`config.mk`:
```
export PLATFORM = sky130hd
export DESIGN_NAME = string_bucket_hash
export DESIGN_NICKNAME = d
export VERILOG_FILES = /design/src/hdl/sbh_pkg.sv /design/src/hdl/string_bucket_hash.sv /design/src/hdl/sbh_mod_unit.sv /design/src/hdl/sbh_seq.sv
export SDC_FILE = /design/constraint.sdc
export NUM_CORES = 1
export LEC_CHECK = 0
export ABC_AREA = 1
export BUFFER_PORTS_ARGS = -buffer_cell sky130_fd_sc_hd__buf_2
export CAP_MARGIN = 20
export CORE_MARGIN = 2
export CORE_UTILIZATION = 69
export DETAILED_ROUTE_END_ITERATION = 16
export PLACE_DENSITY = 0.87
export SLEW_MARGIN = 20
export SYNTH_ARGS = -nofsm -noshare
export SYNTH_HDL_FRONTEND = slang
export SYNTH_HIERARCHICAL = 1
export SYNTH_SLANG_ARGS = --single-unit
```
`constraint.sdc`:
```
create_clock -name i_clk -period 8.5 [get_ports i_clk]
set_input_delay 1.275 -clock i_clk [delete_from_list [all_inputs] [get_ports i_clk]]
set_output_delay 1.275 -clock i_clk [all_outputs]
set_load 0.01 [all_outputs]
```
`src/hdl/sbh_pkg.sv`:
```
// Shared types and constants for the string bucket hash block.
package sbh_pkg;

    localparam int CHAR_W   = 7;
    localparam int RUN_W    = 17;
    localparam int BUCKET_W = 16;
    localparam int MODE_W   = 2;
    localparam int CFG_IDX_W = 2;

    // Dividend register of the remainder unit: widest case is 17b x 7b product.
    localparam int DIV_W  = 24;
    localparam int STEP_W = $clog2(DIV_W + 1);

    // Significant bits of each dividend kind (sets the step count).
    localparam int SUM_BITS   = RUN_W + 1;
    localparam int PROD_BITS  = DIV_W;
    localparam int RUN_BITS   = RUN_W;
    localparam int FIRST_BITS = CHAR_W;

    localparam logic [CFG_IDX_W-1:0] REG_BUCKET_COUNT = CFG_IDX_W'(0);
    localparam logic [CFG_IDX_W-1:0] REG_HASH_MODE    = CFG_IDX_W'(1);

    localparam logic [BUCKET_W-1:0] BUCKET_COUNT_RESET = BUCKET_W'(1024);

    localparam logic [MODE_W-1:0] MODE_FIRST   = MODE_W'(0);
    localparam logic [MODE_W-1:0] MODE_SUM     = MODE_W'(1);
    localparam logic [MODE_W-1:0] MODE_PRODUCT = MODE_W'(2);
    localparam logic [MODE_W-1:0] MODE_RESTART = MODE_W'(3);

    typedef enum logic [2:0] {
        S_IDLE,
        S_FOLD,
        S_REDUCE,
        S_FINAL,
        S_FIN_WAIT,
        S_EMIT
    } t_seq_state;

    typedef struct packed {
        logic              start;
        logic [STEP_W-1:0] steps;
        logic [DIV_W-1:0]  dividend;   // left aligned
    } t_mod_req;

    typedef struct packed {
        logic done;
    } t_mod_rsp;

    typedef struct packed {
        logic                valid;
        logic [BUCKET_W-1:0] index;
    } t_emit;

endpackage

```
`src/hdl/string_bucket_hash.sv`:
```
// Top level of the string bucket hash: config registers, output register.
//
//  channel | direction | handshake                   | payload
//  --------+-----------+-----------------------------+------------------------------
//  input   | in        | i_in_valid / o_in_ready     | i_char_code, i_last_char
//  result  | out       | o_out_valid / i_out_ready   | o_bucket_index
//  config  | in        | i_cfg_valid / o_cfg_ready   | i_cfg_index, i_cfg_data
//
// Each byte is folded in directly in modes 0 and 3; in modes 1 and 2 the folded value
// is first reduced by the one-bit-a-cycle remainder unit before the next byte is taken.
// The last byte adds a final reduction of the first byte (mode 0) or of the running value.
// o_in_ready is high only while the sequencer is idle; one byte is worked at a time.
// A result waits in the output register; a following string proceeds until its own
// result is due. Synchronous active-low reset; config writes are always taken.
module string_bucket_hash
    import sbh_pkg::*;
#(
    parameter int INDEX_WIDTH = 16
) (
    input  logic                 i_clk,
    input  logic                 i_rst_n,
    input  logic                 i_in_valid,
    output logic                 o_in_ready,
    input  logic [CHAR_W-1:0]    i_char_code,
    input  logic                 i_last_char,
    output logic                 o_out_valid,
    input  logic                 i_out_ready,
    output logic [BUCKET_W-1:0]  o_bucket_index,
    input  logic                 i_cfg_valid,
    output logic                 o_cfg_ready,
    input  logic [CFG_IDX_W-1:0] i_cfg_index,
    input  logic [BUCKET_W-1:0]  i_cfg_data
);

    localparam int MOD_W = (INDEX_WIDTH < BUCKET_W) ? INDEX_WIDTH : BUCKET_W;

    logic [BUCKET_W-1:0] r_bucket_count;
    logic [MODE_W-1:0]   r_hash_mode;
    logic                r_out_valid;
    logic [BUCKET_W-1:0] r_out_index;

    t_mod_req         mod_req;
    t_mod_rsp         mod_rsp;
    logic [MOD_W-1:0] mod_rem;
    logic             out_free;
    t_emit            emit;

    assign o_cfg_ready = 1'b1;

    always_ff @(posedge i_clk) begin
        if (!i_rst_n) begin
            r_bucket_count <= BUCKET_COUNT_RESET;
            r_hash_mode    <= MODE_FIRST;
        end else if (i_cfg_valid) begin
            if (i_cfg_index == REG_BUCKET_COUNT) r_bucket_count <= i_cfg_data;
            if (i_cfg_index == REG_HASH_MODE)    r_hash_mode    <= i_cfg_data[MODE_W-1:0];
        end
    end

    assign out_free = !r_out_valid || i_out_ready;

    sbh_seq #(
        .MOD_W (MOD_W)
    ) u_seq (
        .i_clk       (i_clk),
        .i_rst_n     (i_rst_n),
        .i_in_valid  (i_in_valid),
        .o_in_ready  (o_in_ready),
        .i_char_code (i_char_code),
        .i_last_char (i_last_char),
        .i_mode      (r_hash_mode),
        .i_modulus   (r_bucket_count[MOD_W-1:0]),
        .o_req       (mod_req),
        .i_rsp       (mod_rsp),
        .i_remainder (mod_rem),
        .i_out_free  (out_free),
        .o_emit      (emit)
    );

    sbh_mod_unit #(
        .MOD_W (MOD_W)
    ) u_mod (
        .i_clk       (i_clk),
        .i_rst_n     (i_rst_n),
        .i_req       (mod_req),
        .i_divisor   (r_bucket_count[MOD_W-1:0]),
        .o_rsp       (mod_rsp),
        .o_remainder (mod_rem)
    );

    always_ff @(posedge i_clk) begin
        if (!i_rst_n) begin
            r_out_valid <= 1'b0;
        end else if (emit.valid) begin
            r_out_valid <= 1'b1;
        end else if (i_out_ready) begin
            r_out_valid <= 1'b0;
        end
    end

    always_ff @(posedge i_clk) begin
        if (emit.valid) r_out_index <= emit.index;
    end

    assign o_out_valid    = r_out_valid;
    assign o_bucket_index = r_out_index;

    a_one_beat: assert property (@(posedge i_clk) disable iff (!i_rst_n)
        (i_in_valid && o_in_ready) |=> !o_in_ready)
        else $error("second input beat taken while busy");

endmodule

```
`src/hdl/sbh_mod_unit.sv`:
```
// Iterative restoring remainder unit, one dividend bit per cycle.
module sbh_mod_unit
    import sbh_pkg::*;
#(
    parameter int MOD_W = 16
) (
    input  logic             i_clk,
    input  logic             i_rst_n,
    input  t_mod_req         i_req,
    input  logic [MOD_W-1:0] i_divisor,
    output t_mod_rsp         o_rsp,
    output logic [MOD_W-1:0] o_remainder
);

    logic              r_busy;
    logic              r_done;
    logic [STEP_W-1:0] r_cnt;
    logic [DIV_W-1:0]  r_dvd;
    logic [MOD_W-1:0]  r_rem;
    logic [MOD_W-1:0]  r_div;

    logic [MOD_W:0]   n_trial;
    logic             n_ge;
    logic [MOD_W:0]   n_diff;
    logic [MOD_W-1:0] n_rem;

    always_comb begin
        n_trial = {r_rem, r_dvd[DIV_W-1]};
        n_ge    = n_trial >= {1'b0, r_div};
        n_diff  = n_trial - {1'b0, r_div};
        n_rem   = n_ge ? n_diff[MOD_W-1:0] : n_trial[MOD_W-1:0];
    end

    always_ff @(posedge i_clk) begin
        if (!i_rst_n) begin
            r_busy <= 1'b0;
            r_done <= 1'b0;
            r_cnt  <= '0;
        end else begin
            // done pulses for one cycle after the last step
            r_done <= !i_req.start && r_busy && (r_cnt == STEP_W'(1));
            if (i_req.start) begin
                r_busy <= 1'b1;
                r_cnt  <= i_req.steps;
            end else if (r_busy) begin
                r_cnt <= r_cnt - STEP_W'(1);
                if (r_cnt == STEP_W'(1)) begin
                    r_busy <= 1'b0;
                end
            end
        end
    end

    always_ff @(posedge i_clk) begin
        if (i_req.start) begin
            r_rem <= '0;
            r_dvd <= i_req.dividend;
            r_div <= i_divisor;
        end else if (r_busy) begin
            r_rem <= n_rem;
            r_dvd <= {r_dvd[DIV_W-2:0], 1'b0};
        end
    end

    // a zero count reduces everything to zero
    assign o_rsp.done  = r_done;
    assign o_remainder = (r_div == '0) ? '0 : r_rem;

    a_no_restart: assert property (@(posedge i_clk) disable iff (!i_rst_n)
        i_req.start |-> !r_busy)
        else $error("remainder unit restarted while busy");

    a_rem_range: assert property (@(posedge i_clk) disable iff (!i_rst_n)
        (r_done && r_div != '0) |-> (r_rem < r_div))
        else $error("remainder not below divisor");

endmodule

```
`src/hdl/sbh_seq.sv`:
```
// Per-byte sequencer: hash state, fold step and remainder requests.
module sbh_seq
    import sbh_pkg::*;
#(
    parameter int MOD_W = 16
) (
    input  logic              i_clk,
    input  logic              i_rst_n,
    input  logic              i_in_valid,
    output logic              o_in_ready,
    input  logic [CHAR_W-1:0] i_char_code,
    input  logic              i_last_char,
    input  logic [MODE_W-1:0] i_mode,
    input  logic [MOD_W-1:0]  i_modulus,
    output t_mod_req          o_req,
    input  t_mod_rsp          i_rsp,
    input  logic [MOD_W-1:0]  i_remainder,
    input  logic              i_out_free,
    output t_emit             o_emit
);

    t_seq_state r_state, n_state;

    logic              r_at_start, n_at_start;
    logic [RUN_W-1:0]  r_running, n_running;
    logic [CHAR_W-1:0] r_first, n_first;
    logic [CHAR_W-1:0] r_char;
    logic              r_last;
    logic [MODE_W-1:0] r_mode;
    logic [MOD_W-1:0]  r_n;
    logic [MOD_W-1:0]  r_result, n_result;

    logic [RUN_W-1:0]  fold_v;
    logic [RUN_W:0]    fold_sum;
    logic [DIV_W-1:0]  fold_prod;
    logic              fold_reduce;

    always_comb begin
        fold_v      = r_at_start ? ((r_mode == MODE_PRODUCT) ? RUN_W'(1) : '0) : r_running;
        fold_sum    = {1'b0, fold_v} + (RUN_W + 1)'(r_char);
        fold_prod   = DIV_W'(fold_v) * DIV_W'(r_char);
        fold_reduce = (r_mode == MODE_SUM) || (r_mode == MODE_PRODUCT);
    end

    // next state
    always_comb begin
        n_state = r_state;
        unique case (r_state)
            S_IDLE: begin
                if (i_in_valid) n_state = S_FOLD;
            end
            S_FOLD: begin
                if (fold_reduce) n_state = S_REDUCE;
                else if (r_last) n_state = S_FINAL;
                else n_state = S_IDLE;
            end
            S_REDUCE: begin
                if (i_rsp.done) n_state = r_last ? S_FINAL : S_IDLE;
            end
            S_FINAL: n_state = S_FIN_WAIT;
            S_FIN_WAIT: begin
                if (i_rsp.done) n_state = S_EMIT;
            end
            S_EMIT: begin
                if (i_out_free) n_state = S_IDLE;
            end
            default: n_state = S_IDLE;
        endcase
    end

    // outputs and state updates
    always_comb begin
        o_in_ready   = 1'b0;
        o_req        = '0;
        o_emit.valid = 1'b0;
        o_emit.index = BUCKET_W'(r_result);
        n_at_start   = r_at_start;
        n_running    = r_running;
        n_first      = r_first;
        n_result     = r_result;
        unique case (r_state)
            S_IDLE: o_in_ready = 1'b1;
            S_FOLD: begin
                n_at_start = 1'b0;
                if (r_at_start) n_first = r_char;
                unique case (r_mode)
                    MODE_SUM: begin
                        o_req.start    = 1'b1;
                        o_req.steps    = STEP_W'(SUM_BITS);
                        o_req.dividend = {fold_sum, (DIV_W - SUM_BITS)'(0)};
                    end
                    MODE_PRODUCT: begin
                        o_req.start    = 1'b1;
                        o_req.steps    = STEP_W'(PROD_BITS);
                        o_req.dividend = fold_prod;
                    end
                    MODE_RESTART: begin
                        n_running = (fold_v > RUN_W'(r_n)) ? RUN_W'(r_char)
                                                           : fold_sum[RUN_W-1:0];
                    end
                    default: n_running = fold_v;
                endcase
            end
            S_REDUCE: begin
                if (i_rsp.done) n_running = RUN_W'(i_remainder);
            end
            S_FINAL: begin
                o_req.start = 1'b1;
                if (r_mode == MODE_FIRST) begin
                    o_req.steps    = STEP_W'(FIRST_BITS);
                    o_req.dividend = {r_first, (DIV_W - FIRST_BITS)'(0)};
                end else begin
                    o_req.steps    = STEP_W'(RUN_BITS);
                    o_req.dividend = {r_running, (DIV_W - RUN_BITS)'(0)};
                end
            end
            S_FIN_WAIT: begin
                if (i_rsp.done) begin
                    n_result   = i_remainder;
                    n_at_start = 1'b1;
                end
            end
            S_EMIT: o_emit.valid = i_out_free;
            default: ;
        endcase
    end

    always_ff @(posedge i_clk) begin
        if (!i_rst_n) begin
            r_state    <= S_IDLE;
            r_at_start <= 1'b1;
            r_running  <= '0;
            r_first    <= '0;
        end else begin
            r_state    <= n_state;
            r_at_start <= n_at_start;
            r_running  <= n_running;
            r_first    <= n_first;
        end
    end

    always_ff @(posedge i_clk) begin
        r_result <= n_result;
        if (i_in_valid && o_in_ready) begin
            r_char <= i_char_code;
            r_last <= i_last_char;
            r_mode <= i_mode;
            r_n    <= i_modulus;
        end
    end

    a_ready_no_req: assert property (@(posedge i_clk) disable iff (!i_rst_n)
        o_in_ready |-> !o_req.start)
        else $error("remainder request while accepting a beat");

    a_done_expected: assert property (@(posedge i_clk) disable iff (!i_rst_n)
        i_rsp.done |-> (r_state == S_REDUCE || r_state == S_FIN_WAIT))
        else $error("unexpected remainder completion");

endmodule

```
======== Yosys cells after proc, flatten, opt, wreduce, memory -nomap -nowiden ========
Cells that the tools add are included.
storage, ports and cells
  word-level logic and storage cells ...... 94
  register bits ........................... 168
  output and inout port bits .............. 19
operators by class
  reduce and logical (&&, ||, !) cells .... 23
  magnitude comparators ................... 2
  add/sub/neg operators ................... 3
  multiply operators ...................... 1
  mux-type cells .......................... 31
  equality and inequality tests ........... 15
operator list
  kind                   count
  $pmux W30 S2           2
  $pmux W17 S2           2
  $mux W17               3
  $mux W24               2
  $mux W16               2
  $mux W29               1
  $mul A17 B7 Y24        1
  $add A17 B7 Y18        1
  $pmux W3 S6            1
  $ge A17 B16 Y1         1
  $gt A17 B16 Y1         1
  $logic_not A16 Y1      1
  $sub A16 B16 Y16       1
  $mux W3                5
  $mux W5                2
  $reduce_and A2 Y1      5
  $mux W1                9
  $reduce_bool A2 Y1     4
  $eq A3 B2 Y1 const B   2
  $eq A3 B3 Y1 const B   2
  $ne A2 B1 Y1 const B   3
  $eq A5 B1 Y1 const B   1
  $sub A5 B1 Y5 const B  1
  $eq A2 B1 Y1 const B   2
  other kinds (13)       20

======== Logic depth before layout (Yosys ltp) ========
Gate-level depths: netlist (run 1).
  depth in word-level cells ............... 9
  depth in mapped cells ................... 26
  depth with buffers taken out ............ 26

======== Cells and area by module ========
Netlist (run 1), hierarchy kept.
modules (own cells, without submodules)
  module              times used  sequential area each (um2)  area each (um2)  cells each
  sbh_seq             1           1,821.7                     8,186.6          1,124
  sbh_mod_unit        1           1,661.6                     3,980.1          513
  string_bucket_hash  1           860.8                       1,347.5          142

======== Worst setup path before layout (run 1) ========
OpenSTA, ideal clock, no wires.
  path type ............................... register to register
  start ................................... reg u_seq.r_mode[0]
  end ..................................... reg u_mod.r_dvd[23], data pin
  clock period less this slack ............ 4.973 ns
  setup time .............................. 0.253 ns
  data required time ...................... 8.247 ns
  path slack .............................. 3.527 ns
  path buffers ............................ 0
  data arrival time ....................... 4.720 ns
  cell stages (with the launch flop) ...... 25
  cells stage by stage .................... edfxtp_1 -> inv_1 -> ha_1 -> nand2_1 -> o21ai_0 -> nand2_1 -> fa_1 -> fa_1 -> inv_1 -> fa_1 -> inv_1 -> fa_1 -> inv_1 -> ha_1 -> a21oi_1 -> o21ai_0 -> nor2_1 -> inv_1 -> nand3_1 -> nand3_1 -> or2_2 -> nand3_1 -> nand2_1 -> nand2_1 -> nand2_1
RTL lines
  element                 line                text
  start, declared         sbh_seq.sv:29       logic [MODE_W-1:0] r_mode;
  start signal, assigned  sbh_seq.sv:147      r_mode <= i_mode;
  end signal, assigned    sbh_mod_unit.sv:57  r_dvd <= i_req.dividend;
  end signal, assigned    sbh_mod_unit.sv:61  r_dvd <= {r_dvd[DIV_W-2:0], 1'b0};
  end, declared           sbh_mod_unit.sv:18  logic [DIV_W-1:0] r_dvd;

==> metrics.md, run 1 <==
| Metric | Value |
|---|---|
| Hpwl dp | 31.8 mm |
| Layout area overhead | 7.55% |
| Most frequent CP cell | nand2_1 |
| Status | finished clean |
| Avg WL per Cell | 19.9 µm |
| Slowest CP cell | dfxtp_1 |
| Final setup viols | 0 |
| Clk root buf | clkbuf_16 |
| Post-Syn Area | 13500 µm² |
| Top Family by Delay on Critical Path | adder cells |
| Largest net degree at the start of global routing | 49 |
| Iteration-0 DRC Markers | 1547 |
| Die Area | 20700 µm² |
| Critical R2R Launch | u_seq/r_at_start |
| Total gr overflow | 0 |
| Vias per cell | 6.00 |
| Total GRT Usage | 41.3% |
| Post-synthesis compound-gate area fraction | 8.02% |
| Post-Syn Area per Cell | 7.60 µm² |
| Via count | 12500 |
| Number of flops mapped to enable cells by yosys | 98 |
| Cell Pwr Density | 249 nW/µm² |
| Initial Util | 69.9% |
| Post-CTS setup buffer count | 0 |
| Ys flop type | edfxtp_1 |
| Slew Limit Fails | 0 |
| Final Wtd Congestion | 1.05 |
| Hold buffers post-CTS | 0 |
| Max frequency | 0.159 GHz |
| Die height | 144 µm |
| Synth unique cells | 56 |
| Worst skew pair latency | 440 ps |
| Clock sinks | 168 |
| Yosys warnings | 6 |
| Slew HR | 22.4% |
| Worst vdd ir | 167 µV |
| Core area | 19300 µm² |
| Lkg Pwr | 0.00727 µW |
| WS Path Type | reg -> reg |
| Required time of the critical path | 8680 ps |
| Clock Path Buffers | 2 |
| CTS resizes | 0 |
| Mapped Cells | 1779 |
| Seq/Total Area, Yosys | 32.1% |
| Final min period | 6280 ps |
| Residual DRC | 0 |
| Largest family of logic cells by synthesized area | simple AND/OR/NAND/NOR gates |
| Worst Hold Depth | 0 |
| Total CTS buffers | 17 |
| Wl on met1 | 16.7 mm |
| Worst slew pin tran | 1160 ps |
| CP Launch Type | flip-flop |
| Arrival time at the worst endpoint | 6460 ps |
| Slowest Stage Delay on Critical Path | 680 ps |
| Antenna violations before repair | 1 |
| H-tree levels | 4 |
| Worst-path clk slew | 70 ps |
| Synth Area in XOR/XNOR | 1.43% |
| Highest metal used | met5 |
| Wire length on met3 | 5.23 mm |
| Reg2Reg Setup Slack | 2220 ps |
| TritonCTS clock tree | done |
| RR Endpoint | u_mod/r_dvd[13] |
| Hold Vio Cnt, Final | 0 |
| Hold Crit Start | u_seq/r_result[6] |
| Hold Path Sink | o_bucket_index[6] |
| First-pass GRT wire length | 64.0 mm |
| Util after Layout | 75.2% |
| Synth Register Bits | 168 |
| Met2 wire len | 17.7 mm |
| Unrepaired setup endpoints after global routing | false |
| Min-delay worst type | reg -> reg |
| Final wirelength | 41.4 mm |
| Ant. Diodes | 0 |
| Asr flop ratio synth | 0% |
| Synth Area in Adders | 19.5% |
| Antenna-violating nets left | 0 |
| Mux contribution to synthesized area | 0% |
| Number of core rows | 51 |
| Synth Area in Simple Gates | 28.3% |
| CP Capture Type | flip-flop |
| Syn_nets | 1975 |
| Final worst-path cycle share | 73.8% |
| Worst-path fanout max | 13 |
| Clock Skew | 17.3 ps |
| Pre-antenna DRT Iters | 7 |
| Cell Chain, Critical Path | inv_4 > nand2_1 > inv_1 > ha_1 > fa_1 > inv_1 > fa_1 > inv_1 > fa_1 > inv_1 > fa_1 > inv_1 > ha_1 > nand2_1 > o21ai_0 > nor2_1 > o21ai_0 > nand2_1 > nand2_1 > a21oi_1 > o21ai_0 > nand3_1 > nand2_1 > nand2_1 |
| Total of max-cap violations | 0 |
| Total negative slack | 0 ps |
| Reg2Reg Depth | 24 |
| Crit path buf inv count | 6 |
| Share of layout cells above drive strength 1 | 9.00% |
| Vias in the first global route | 12000 |
| Die X | 144 µm |
| PortBufs | 48 |
| I/O Pins | 50 |
| Final Net Count | 2005 |
-- through the flow --
step                      power, µW  hold WS, ps  instances  setup WS [ps]  area, µm²
after floorplan                2350          400       1779           3530      13500
after global routing           3810          429       2087           1960      14500
after CTS                      3570          420       2087           2360      14500
after global placement         2700          403       2055           2290      13900
final                          3630          422       2087           2220      14500
after detailed placement       2760          405       2055           2350      13900
-- worst max-delay path by stage --
stage / to / slack (ps) / depth (start not counted) / from
floorplan: u_mod/r_dvd[23] / 3530 / 24 / u_seq/r_mode[0]
global placement: u_mod/r_dvd[13] / 2290 / 23 / u_seq/r_at_start
detailed placement: u_mod/r_dvd[13] / 2350 / 24 / u_seq/r_at_start
CTS: u_mod/r_dvd[13] / 2360 / 24 / u_seq/r_at_start
global route: u_mod/r_dvd[13] / 1960 / 24 / u_seq/r_at_start
finish: u_mod/r_dvd[13] / 2220 / 24 / u_seq/r_at_start
-- synth_stat cells, types with 3 or more instances --
cell | count | area [µm²]
o21ai_1 | 7 | 35.0
edfxtp_1 | 98 | 2940
nor2_2 | 5 | 31.3
buf_6 | 5 | 56.3
nor4_1 | 3 | 18.8
a21o_1 | 6 | 45.0
a21boi_0 | 4 | 30.0
nand2_2 | 17 | 106
o21bai_1 | 3 | 22.5
nand4_1 | 14 | 87.6
clkinv_1 | 6 | 22.5
nand3b_1 | 5 | 37.5
nand2_4 | 4 | 45.0
o21ai_0 | 50 | 250
nor2_1 | 217 | 815
buf_1 | 4 | 15.0
nand2_1 | 443 | 1660
xor2_1 | 12 | 105
a21oi_1 | 91 | 455
o211ai_1 | 3 | 22.5
nand3_1 | 114 | 571
buf_2 | 11 | 55.1
a22oi_1 | 9 | 67.6
or2_2 | 5 | 31.3
ha_1 | 89 | 1110
o22ai_1 | 3 | 18.8
fa_1 | 76 | 1520
xnor2_1 | 10 | 87.6
buf_4 | 4 | 30.0
dfxtp_1 | 70 | 1400
clkbuf_1 | 21 | 78.8
nand3_2 | 20 | 200
o221ai_1 | 4 | 35.0
inv_1 | 299 | 1120
nor3_1 | 13 | 65.1
a31oi_1 | 4 | 25.0
inv_2 | 6 | 22.5
-- routing by layer --
layer	GRT usage (%)	vias up
li1	-	5686
met1	57.1	5797
met2	61.7	883
met3	10.4	150
met4	18.0	2
met5	0	-
-- report_power, final --
part           internal [µW]  switching [µW]
logic                    438            1120
clock network            428             381
registers               1120             133
-- state kept, by name (all words and copies together), names as in the netlist --
name,cells
r_bucket_count,16
u_seq/r_running,17
u_seq/r_n,16
o_out_valid,1
u_mod/r_rem,16
u_seq/r_state,3
u_mod/r_dvd,24
u_seq/r_last,1
u_seq/r_char,7
u_seq/r_result,16
u_seq/r_mode,2
u_seq/r_at_start,1
u_mod/r_busy,1
r_hash_mode,2
u_seq/r_first,7
u_mod/r_cnt,5
u_mod/r_div,16
o_bucket_index,16
u_mod/o_rsp,1
-- cell type report --
| cell class | instances | area, µm² |
|---|---|---|
| inverter | 312 | 1170 |
| fill | 1456 | 4800 |
| clock buffer | 17 | 425 |
| clock inverter | 15 | 193 |
| sequential | 168 | 4340 |
| timing repair buffer | 57 | 308 |
| tap | 265 | 332 |
| multi-input combinational | 1253 | 7760 |
-- kinds of logic after synthesis --
group	after synthesis
AND/OR/NAND/NOR	872
AO/OA/AOI/OAI	193
XOR/XNOR	22
flip-flops	168
adder cells (fa/ha/maj)	165
buffers and inverters	358
other	1
-- cells in the final DEF, fill, tap and decap left out, drive strengths merged --
master and n:
nand3 134, o2111ai 1, o21ai 59, clkbuf 17, clkinv 12, xor2 12
o221ai 4, a21o 6, bufinv 1, or2 6, nand3b 5, buf 57
xnor2 10, o21bai 3, nand2 465, nor2 225, nor4 4, o22ai 3
a22oi 9, nand4 15, o211ai 3, o21a 1, conb 1, inv 314
dfxtp 70, ha 89, edfxtp 98, a21oi 93, and2 3, o31a 1
o41ai 1, fa 76, a31oi 4, nor3 15, a21boi 4, a211oi 1
(Power assumes the default switching activity.)
==> run 2, diff against run 1 <==
--- a/config.mk
+++ b/config.mk
@@ -9,9 +9,9 @@
 export BUFFER_PORTS_ARGS = -buffer_cell sky130_fd_sc_hd__buf_2
 export CAP_MARGIN = 20
 export CORE_MARGIN = 2
-export CORE_UTILIZATION = 69
+export CORE_UTILIZATION = 58
 export DETAILED_ROUTE_END_ITERATION = 16
-export PLACE_DENSITY = 0.87
+export PLACE_DENSITY = 0.77
 export SLEW_MARGIN = 20
 export SYNTH_ARGS = -nofsm -noshare
 export SYNTH_HDL_FRONTEND = slang
==> constraint.sdc (replaced) <==
create_clock -name i_clk -period 5.26 [get_ports i_clk]
set_input_delay 0.789 -clock i_clk [delete_from_list [all_inputs] [get_ports i_clk]]
set_output_delay 0.789 -clock i_clk [all_outputs]
set_load 0.01 [all_outputs]
==> metrics.md, run 2 (same netlist as run 1, synthesis figures left out) <==
| Metric | Value |
|---|---|
| Largest Register | u_mod/r_dvd (unchanged) |
| Clock Power Share | 21.2% (was 22.3%) |
| # fillers | 1925 (was 1456) |
| Wire length on met3 | 4.95 mm (was 5.23 mm) |
| Initial Util | 59.3% (was 69.9%) |
| Hpwl dp | 34.1 mm (was 31.8 mm) |
| Hold Vio Cnt, Final | 0 (unchanged) |
| Final instance area | 15800 µm² (was 14500 µm²) |
| H-tree levels | 4 (unchanged) |
| WS Path Type | reg -> reg (unchanged) |
| Pint | 3280 µW (was 1990 µW) |
| Worst skew pair latency | 440 ps (about the same) |
| Layout area overhead | 16.8% (was 7.55%) |
| Sw Share | 44.8% (was 45.1%) |
| Final min period | 5060 ps (was 6280 ps) |
| Vias in the first global route | 12100 (was 12000) |
| Final Wtd Congestion | 1.04 (was 1.05) |
| Total CTS buffers | 17 (unchanged) |
| PortBufs | 48 (unchanged) |
| Cell Pwr Density | 377 nW/µm² (was 249 nW/µm²) |
| Final Net Count | 2136 (was 2005) |
| Crit path buf inv count | 8 (was 6) |
| Total negative slack | 0 ps (unchanged) |
| Total gr overflow | 0 (unchanged) |
| Total GRT Usage | 36.4% (was 41.3%) |
| Die height | 157 µm (was 144 µm) |
| Critical R2R Launch | u_seq/r_at_start (unchanged) |
| Most common cell after layout, fill and taps aside | nand2_1 (unchanged) |
| Top Family by Delay on Critical Path | adder cells (unchanged) |
| Worst-path clk slew | 70 ps (about the same) |
| I/O Pins | 50 (unchanged) |
| Vias per cell | 5.59 (was 6.00) |
| TritonCTS clock tree | done (unchanged) |
| Clock Path Buffers | 2 (unchanged) |
| Worst setup path start | u_seq/r_at_start (unchanged) |
| Worst slew pin tran | 1150 ps (was 1160 ps) |
| Slew Limit Fails | 0 (unchanged) |
| Most frequent cells in the layout | 438 x nand2_1, 294 x inv_1, 201 x nor2_1 (was 443 x nand2_1, 298 x inv_1, 215 x nor2_1) |
| Final setup viols | 0 (unchanged) |
| Status | finished clean (unchanged) |
| Final worst-path cycle share | 96.1% (was 73.8%) |
| Iteration-0 DRC Markers | 1336 (was 1547) |
| Hold Crit Start | u_seq/r_result[5] (was u_seq/r_result[6]) |
| Share of layout cells above drive strength 1 | 17.8% (was 9.00%) |
| Arrival time at the worst endpoint | 5240 ps (was 6460 ps) |
| Number of core rows | 55 (was 51) |
| Worst vdd ir | 303 µV (was 167 µV) |
| Lkg Pwr | 0.00790 µW (was 0.00727 µW) |
| Slowest Stage Delay on Critical Path | 540 ps (was 680 ps) |
| Comb pwr share | 45.1% (was 43.0%) |
| Hold buffers post-CTS | 0 (unchanged) |
| Antenna-violating nets left | 0 (unchanged) |
| Switching power | 2660 µW (was 1640 µW) |
| PnR Total Power | 5950 µW (was 3630 µW) |
| Max frequency | 0.198 GHz (was 0.159 GHz) |
| Total of max-cap violations | 0 (unchanged) |
| Slowest CP cell | fa_1 (was dfxtp_1) |
| Biggest regs | u_mod/r_dvd x24, u_seq/r_running x17 (unchanged) |
| Pre-antenna DRT Iters | 6 (was 7) |
| Residual DRC | 0 (unchanged) |
| Unrepaired setup endpoints after global routing | true (was false) |
| Avg WL per Cell | 19.0 µm (was 19.9 µm) |
| Slew HR | 23.4% (was 22.4%) |
| Cell Chain, Critical Path | inv_4 > nand2_1 > inv_1 > buf_4 > ha_1 > inv_1 > fa_1 > inv_1 > ha_1 > inv_1 > fa_1 > fa_1 > inv_1 > ha_1 > a21oi_1 > nand2_1 > a21boi_0 > buf_4 > xor2_1 > o22ai_1 > nand2_1 > o21ai_0 > nand2_1 > nand2_1 (was inv_4 > nand2_1 > inv_1 > ha_1 > fa_1 > inv_1 > fa_1 > inv_1 > fa_1 > inv_1 > fa_1 > inv_1 > ha_1 > nand2_1 > o21ai_0 > nor2_1 > o21ai_0 > nand2_1 > nand2_1 > a21oi_1 > o21ai_0 > nand3_1 > nand2_1 > nand2_1) |
| Required time of the critical path | 5440 ps (was 8680 ps) |
| First-pass GRT wire length | 66.7 mm (was 64.0 mm) |
| Util after Layout | 69.3% (was 75.2%) |
| Highest metal used | met4 (was met5) |
| Wl on met1 | 18.7 mm (was 16.7 mm) |
| Clock sinks | 168 (unchanged) |
| Via count | 12700 (was 12500) |
| Ant. Diodes | 0 (unchanged) |
| Die X | 157 µm (was 144 µm) |
| Min-delay worst type | reg -> reg (unchanged) |
| Die Area | 24500 µm² (was 20700 µm²) |
| Register share of total power | 33.7% (was 34.7%) |
| Clock Skew | 17.8 ps (was 17.3 ps) |
| Largest net degree at the start of global routing | 49 (unchanged) |
| Met2 wire len | 18.1 mm (was 17.7 mm) |
| CP Launch Type | flip-flop (unchanged) |
| Worst-path fanout max | 8 (was 13) |
| Max reg flops | 24 (unchanged) |
| Final wirelength | 43.1 mm (was 41.4 mm) |
| Post-DP Area | 15000 µm² (was 13900 µm²) |
| CP Capture Type | flip-flop (unchanged) |
| Clk root buf | clkbuf_16 (unchanged) |
| Core area | 22800 µm² (was 19300 µm²) |
| Antenna violations before repair | 0 (was 1) |
run 2: changes by cell type in the layout (fill, tap and decap cells not counted), sizes merged:
cell    previous run  this run
buf               57       188
clkinv            12        13
bufinv             1         0
run 2: worst paths after layout:
path | end | slack (ps) | cells after the start
hold reg to reg | o_bucket_index[5] | 420 | 0
setup reg to reg | u_mod/r_dvd[8] | 200 | 24
hold / removal | o_bucket_index[5] | 420 | 0
setup / recovery | u_mod/r_dvd[8] | 200 | 24
run 2: layout make-up:
class / count / area, µm² / area share, %
Sequential cell: 168 / 4350 / 27.5
Clock buffer: 17 / 425 / 2.70
Multi-Input combinational cell: 1253 / 7970 / 50.5
Inverter: 312 / 1170 / 7.44
Clock inverter: 15 / 171 / 1.09
Tap cell: 313 / 392 / 2.48
Timing Repair Buffer: 188 / 1310 / 8.29
run 2: per-layer routing:
metal  global-route usage, %  vias to the layer above
li1                        -                     5954
met1                    51.2                     5948
met2                    53.8                      663
met3                    10.9                       95
met4                    11.6                        0
met5                       0                        -
run 2: metrics by stage:
stage	std cells	hold WS (ps)	setup slack, ps
floorplan	1779	400	287
global placement	2233	400	-122
detailed placement	2233	405	-146
CTS	2265	420	13.0
global route	2266	429	-88.8
finish	2266	420	204
run 2: what timing repair did:
item                                    in CTS  in global routing
endpoints found under the setup margin       8                 17
pin swaps                                    0                  6
cloned                                       0                  0
setup buffers                                0                  1
gates resized for setup                      8                 66
run 2: worst reg2reg max path, cell delays in order (launching register included):
cell	delay (ps)
dfxtp_2	400
inv_4	80
nand2_1	150
inv_1	100
buf_4	150
ha_1	190
inv_1	110
fa_1	430
inv_1	140
ha_1	160
inv_1	50
fa_1	480
fa_1	540
inv_1	40
ha_1	370
a21oi_1	260
nand2_1	100
a21boi_0	240
buf_4	160
xor2_1	210
o22ai_1	100
nand2_1	70
o21ai_0	120
nand2_1	100
nand2_1	60
run 2: power groups by stage:
stage	logic, µW	clock network, µW	registers (µW)
after floorplan	1830	0	1960
after global placement	2530	0	2010
after detailed placement	2560	0	2020
after CTS	2590	1270	1990
after global routing	2940	1320	2030
final	2680	1260	2000
